## src/design/ptgr_pkg.sv

```systemverilog
`timescale 1ns / 1ps

package ptgr_pkg;

    localparam int MAX_CELLS_DEF   = 65536;
    localparam int QUEUE_DEPTH_DEF = 2;
    localparam int SAMPLES         = 8;

    // round(cos(45 deg) * 2^30)
    localparam logic [29:0] COS45_Q30 = 30'd759250125;

    // Register indexes of the configuration port
    localparam logic [2:0] CFG_ORIGIN_X    = 3'd0;
    localparam logic [2:0] CFG_ORIGIN_Y    = 3'd1;
    localparam logic [2:0] CFG_INV_WIDTH   = 3'd2;
    localparam logic [2:0] CFG_INV_HEIGHT  = 3'd3;
    localparam logic [2:0] CFG_COLUMNS     = 3'd4;
    localparam logic [2:0] CFG_ROWS        = 3'd5;
    localparam logic [2:0] CFG_MODE        = 3'd6;
    localparam logic [2:0] CFG_RADIUS      = 3'd7;

    typedef enum logic [1:0] {
        CMD_ADD   = 2'd0,
        CMD_READ  = 2'd1,
        CMD_CLEAR = 2'd2,
        CMD_NONE  = 2'd3
    } cmd_t;

    typedef enum logic [1:0] {
        MODE_MAX   = 2'd0,
        MODE_MIN   = 2'd1,
        MODE_COUNT = 2'd2,
        MODE_OFF   = 2'd3
    } mode_t;

    typedef enum logic [3:0] {
        ST_INIT_CLR,
        ST_IDLE,
        ST_COORD,
        ST_MUL,
        ST_LOC,
        ST_CELL,
        ST_UPD_RD,
        ST_UPD_WR,
        ST_RD_WAIT,
        ST_RD_DATA,
        ST_CLEAR,
        ST_DONE
    } state_t;

    typedef struct packed {
        logic signed [31:0] origin_x;
        logic signed [31:0] origin_y;
        logic [31:0]        inv_width;
        logic [31:0]        inv_height;
        logic [8:0]         columns;
        logic [8:0]         rows;
        mode_t              mode;
        logic [30:0]        radius;
    } cfg_t;

    // One classified command as it waits between front and back
    typedef struct packed {
        cmd_t               cmd;
        logic signed [31:0] px;
        logic signed [31:0] py;
        logic signed [31:0] pz;
        logic [15:0]        rd;
        logic [30:0]        diag;
    } job_t;

    typedef struct packed {
        logic       ok;
        logic [8:0] idx;
    } loc_t;

    // Offset of sample k on the circle; axis offsets are exact, diagonals use diag
    function automatic logic signed [32:0] circle_off(
        logic [2:0] k, logic [30:0] r, logic [30:0] diag);
        logic signed [32:0] res;
        case (k)
            3'd0:          res = $signed({2'b00, r});
            3'd1, 3'd7:    res = $signed({2'b00, diag});
            3'd3, 3'd5:    res = -$signed({2'b00, diag});
            3'd4:          res = -$signed({2'b00, r});
            default:       res = '0;
        endcase
        return res;
    endfunction

    // Turn the split product of offset and reciprocal into an index below n
    function automatic loc_t locate(logic [42:0] hi, logic [55:0] lo, logic neg,
                                    logic inv_zero, logic [8:0] n);
        loc_t        res;
        logic [44:0] q;
        logic [23:0] frac;
        q       = {2'b00, hi} + 45'(lo[55:24]);
        frac    = lo[23:0];
        res.ok  = 1'b1;
        res.idx = q[8:0];
        if (n == 9'd0)
        begin
            res.ok = 1'b0;
        end
        else if (neg && !inv_zero)
        begin
            res.ok = 1'b0;
        end
        else if (q == 45'(n) && frac == 24'd0)
        begin
            res.idx = n - 9'd1;
        end
        else if (q >= 45'(n))
        begin
            res.ok = 1'b0;
        end
        return res;
    endfunction

endpackage

```

## src/design/ptgr_queue.sv

```systemverilog
`timescale 1ns / 1ps

module ptgr_queue #(
    parameter int DEPTH = ptgr_pkg::QUEUE_DEPTH_DEF
) (
    input  logic          clk,
    input  logic          rst_n,
    input  logic          push_valid,
    output logic          push_ready,
    input  ptgr_pkg::job_t push_job,
    output logic          pop_valid,
    input  logic          pop,
    output ptgr_pkg::job_t pop_job
);

    localparam int PW = (DEPTH > 1) ? $clog2(DEPTH) : 1;
    localparam int CW = $clog2(DEPTH + 1);

    ptgr_pkg::job_t slot_reg [DEPTH];
    logic [PW-1:0]  wr_ptr_reg, rd_ptr_reg;
    logic [CW-1:0]  count_reg;
    logic           do_push, do_pop;

    assign push_ready = (count_reg != CW'(DEPTH));
    assign pop_valid  = (count_reg != '0);
    assign do_push    = push_valid && push_ready;
    assign do_pop     = pop && pop_valid;
    assign pop_job    = slot_reg[rd_ptr_reg];

    // Store beats
    always_ff @(posedge clk)
    begin
        if (do_push)
        begin
            slot_reg[wr_ptr_reg] <= push_job;
        end
    end

    // Advance pointers and fill count
    always_ff @(posedge clk or negedge rst_n)
    begin
        if (!rst_n)
        begin
            wr_ptr_reg <= '0;
            rd_ptr_reg <= '0;
            count_reg  <= '0;
        end
        else
        begin
            if (do_push)
            begin
                wr_ptr_reg <= (wr_ptr_reg == PW'(DEPTH - 1)) ? '0 : wr_ptr_reg + 1'b1;
            end
            if (do_pop)
            begin
                rd_ptr_reg <= (rd_ptr_reg == PW'(DEPTH - 1)) ? '0 : rd_ptr_reg + 1'b1;
            end
            if (do_push && !do_pop)
            begin
                count_reg <= count_reg + 1'b1;
            end
            else if (do_pop && !do_push)
            begin
                count_reg <= count_reg - 1'b1;
            end
        end
    end

endmodule

```

## config.mk

```make
export PLATFORM = sky130hd
export DESIGN_NAME = ptgr_queue
export DESIGN_NICKNAME = d
export VERILOG_FILES = /design/src/design/ptgr_pkg.sv /design/src/design/ptgr_queue.sv
export SDC_FILE = /design/constraint.sdc
export NUM_CORES = 1
export LEC_CHECK = 0
export BUFFER_PORTS_ARGS = -buffer_cell sky130_fd_sc_hd__buf_2
export CORE_MARGIN = 3
export CORE_UTILIZATION = 34
export CTS_BUF_LIST = sky130_fd_sc_hd__clkbuf_4
export CTS_CLUSTER_DIAMETER = 80
export DETAILED_ROUTE_END_ITERATION = 8
export SLEW_MARGIN = 0
export SYNTH_ARGS = -nofsm -noshare
export SYNTH_HDL_FRONTEND = slang
export SYNTH_SLANG_ARGS = --single-unit
export TNS_END_PERCENT = 50
```

## constraint.sdc

```tcl
create_clock -name clk -period 20.3 [get_ports clk]
set_clock_uncertainty 0.2 [all_clocks]
set_input_delay 4.06 -clock clk [delete_from_list [all_inputs] [get_ports clk]]
set_output_delay 4.06 -clock clk [all_outputs]
set_load 0.01 [all_outputs]
```

Word level (Yosys, flattened, before mapping). Memory sizes are Yosys's and may differ from the RTL's. Index checks and enable logic that the tools add are counted.

Reduce and logical (&&, ||, !) cells: 8. Mux-type cells: 6. Equality and inequality tests: 1. Add/subtract/negate cells: 4.

Operators by type and width (count): $logic_and 1x1->1 (4); $mux 1 (4); $mux 2 (2); $reduce_bool 2->1 (2); $add 1x1->1 const B (2); $add 2x1->2 const B (1); $logic_not 1->1 (2); $ne 2x2->1 const B (1); $sub 2x1->2 const B (1).

Output and inout port bits: 147. Memory bits (writable): 290. Memories kept: 1. Bits of input ports: 149. Bits in registers: 4.

Memories: slot_reg (depth 2, bits a word 145, rd ports 1, clocked after memory_dff 0, write ports 1, RTL line ptgr_queue.sv:19) `ptgr_pkg::job_t slot_reg [DEPTH];`.

Logic depth before layout (Yosys ltp).
Depth after elaboration: 6. Gate-level depth with buffers: 7. Gate-level depth less buffers: 7.

Least setup slack after synthesis. No wires, ideal clock.

Path kind: input port to flip-flop. From: in push_valid. To: mem slot_reg[0][0] (netlist bit) (enable). Arrival time: 10172 ps. Required time: 19449 ps. Setup time: 651 ps. Setup slack: 9277 ps. Cell stages on the path: 2. Cells stage by stage: nand2_1 > nor2_1.

Word-level cells in the longest chain between the ends: 3.

Ends and longest elaborated chain: from (decl) (RTL line ptgr_queue.sv:8) `input logic push_valid,`; $logic_and 1x1->1 (RTL line ptgr_queue.sv:26) `assign do_push = push_valid && push_ready;`; $mux 1 (RTL line ptgr_queue.sv:33) `if (do_push)`; $mux 1 (not written as such) (RTL line ptgr_queue.sv:35) `slot_reg[wr_ptr_reg] <= push_job;`; to (decl) (RTL line ptgr_queue.sv:19).

No other way between the ends.

==> summary.txt <==
DR vias -> 5751
PostCTS Resize Cnt -> 0
TNS Setup -> 0 ps
Grt met3 use -> 6.233%
Minimum clock period -> 7128 ps
Fmax -> 140.3 MHz
CTS tree -> done
Period utilisation layout -> 35.11%
Post-synth EDFFs -> 290
Rows -> 64
Dominant cell by count in the synthesized netlist -> edfxtp_1
Synth top cells by count -> edfxtp_1 (290), mux2_2 (145), clkbuf_8 (10)
Critical path launch point type -> register
Die Width -> 183.7 µm
Vias in the first global route -> 6277
Initial Util -> 34.84%
Num CTS Buffers -> 81
Reg2Reg Depth -> 4
Hold depth -> 1
Most used flip-flop cell after synthesis -> edfxtp_1
DRC viols -> 0
WL final -> 21990 µm
RSZ-0062 raised after global routing -> no
Max reg flops -> 290
Sequential share of power -> 45.4%
Syn Area/Cell -> 22.90 µm²
R2r endpoint -> slot_reg[0][51]
Synth Net Count -> 619
Req. time, crit path -> 16040 ps
Pint -> 1.366 mW
Leak -> 5.165 nW
Final setup viols -> 0
Hold crit path type -> reg -> reg
Sw Share -> 29.56%
Final nets -> 987
Slew Limit Fails -> 0
CP arrival -> 2870 ps
Die H -> 183.7 µm
FFs w/ async S/R, synth -> 1.361%
Slew @ Worst Pin -> 920.3 ps
Setup CP Type -> reg -> out
Routed length per instance -> 17.01 µm
Flop-to-flop setup slack -> 17640 ps
Clock-pin transition on the worst setup and hold timing paths -> 70 ps
Cells after Synth -> 469
Comb pwr share -> 27.8%
Sw power -> 573.3 µW
Met2 Use GR -> 20.88%
Seq/Total Area, Yosys -> 82.01%
Final HPWL DP -> 14080 µm
Total GRT Usage -> 12.80%
Longest Clk Path Bufs -> 3
Gr ovfl total -> 0
Synth area leaders -> edfxtp_1 (81%), mux2_2 (15%), clkbuf_8 (1.3%)
Worst-path maximum fanout -> 52
H-tree depth -> 3
Hold Crit Endpoint -> count_reg[1]
Synth Register Bits -> 294
Yosys top cell by area -> edfxtp_1
DRT Pass-1 Iters -> 4
Core Area -> 30830 µm²
Finished Core Util -> 44.16%
Share of power burned in the clock network -> 26.8%
Unique masters post-synth -> 14
Sink Count -> 294
Fillers -> 2782
P&R area growth vs syn -> 26.76%
Ports -> 296
First-pass GRT wire length -> 33470 µm
Slew HR -> 38.65%
Initial antenna violation count -> 10
Final Hold Viols -> 0
Routed Antenna Nets -> 0
Synth warn -> 0
Number of post-CTS setup repair buffers -> 0
Largest net degree at the start of global routing -> 68
Worst vdd ir -> 64.67 µV
Gr busiest metal -> met2
Synthesized cell area -> 10740 µm²
Vias per cell -> 4.448
RR Startpoint -> count_reg[0]
Clock Latency Late Sink -> 640 ps
Hold slack final -> 285.8 ps
Layout cell share with drive strength beyond 1 -> 65.10%
Status -> completed
CTS Hold Bufs -> 0
CTS root buf -> clkbuf_4
IO buf count -> 295
Met1 Usage GRT -> 13.91%
GP Congestion -> 0.6811
Max-cap viol count -> 0
Detailed Route Iter0 Violations -> 202
Total power -> 1.939 mW
Hold Startpoint -> count_reg[1]
Setup crit end kind -> output pin
Top cell type's share of synthesized area -> 81.08%
DIE AREA -> 33760 µm²
PwrDens -> 142.5 nW/µm²
## per-layer routing
layer / part of all wire [%] / up-vias
met5: 0.44 / -
met4: 3.5 / 14
met3: 10 / 78
met2: 48 / 252
met1: 38 / 2739
li1: - / 2668
## layout by cell type (no fill, tap or decap), types with 2 or more instances in the layout
master	instances
buf_2	295
buf_4	6
clkbuf_4	124
clkinv_1	8
clkinv_2	3
clkinvlp_4	2
dfrtp_1	3
diode_2	3
edfxtp_1	290
mux2_2	145
nand2_1	2
xnor2_1	3
xor2_1	2
## layout make-up
class                   count  area [µm²]  area share [%]
well taps                 396       495.5           3.639
flip-flops and latches    294        8812           64.73
clock buffers             124       930.9           6.838
repair buffers            301        1521           11.18
inverters                   1       3.754         0.02757
multi-input cells         158        1735           12.75
diodes                      3       7.507         0.05514
clock inverters            16       107.6          0.7904
## stage by stage
stage          cell area (µm²)  setup WS [ps]  instances
6_report                 13610          13170       1293
5_1_grt                  13610          12920       1293
4_1_cts                  13610          12950       1290
3_5_place_dp             12570          13690       1150
3_3_place_gp             12570          13760       1150
2_1_floorplan            10740           9277        469
## logic make-up (layout without fill, tap and decap cells)
family	Yosys count	in the layout	synth area share, %
DFF	294	294	82.01
muxes	145	145	15.20
buffers and inverters	17	442	1.945
and+or+nand+nor	7	7	0.3147
xor gates and xnor gates	5	5	0.4078
adders and majority gates	1	1	0.1165
other	0	3	0
## how the worst max path moves through the flow
stage / from / end / slack (ps) / depth (start not counted)
3_5_place_dp: rd_ptr_reg / pop_job[37] / 13690 / 3
3_3_place_gp: rd_ptr_reg / pop_job[37] / 13760 / 3
4_1_cts: rd_ptr_reg / pop_job[37] / 12950 / 3
5_1_grt: rd_ptr_reg / pop_job[24] / 12920 / 3
2_1_floorplan: push_valid / slot_reg[0][0] / 9280 / 2
6_report: rd_ptr_reg / pop_job[37] / 13170 / 3
## worst max-delay path: stages, from the launching register on
cell     delay (ps)
dfrtp_4         900
buf_4           730
mux2_2          420
buf_2           150
## power groups by stage
stage | clock [mW] | combinational (mW) | sequential (mW)
after floorplan | 0 | 0.381 | 0.890
after global placement | 0 | 0.554 | 0.888
after detailed placement | 0 | 0.554 | 0.896
after CTS | 0.546 | 0.557 | 0.884
after global routing | 0.578 | 0.589 | 0.895
final | 0.520 | 0.539 | 0.881
Power figures use the tool's default switching activity.
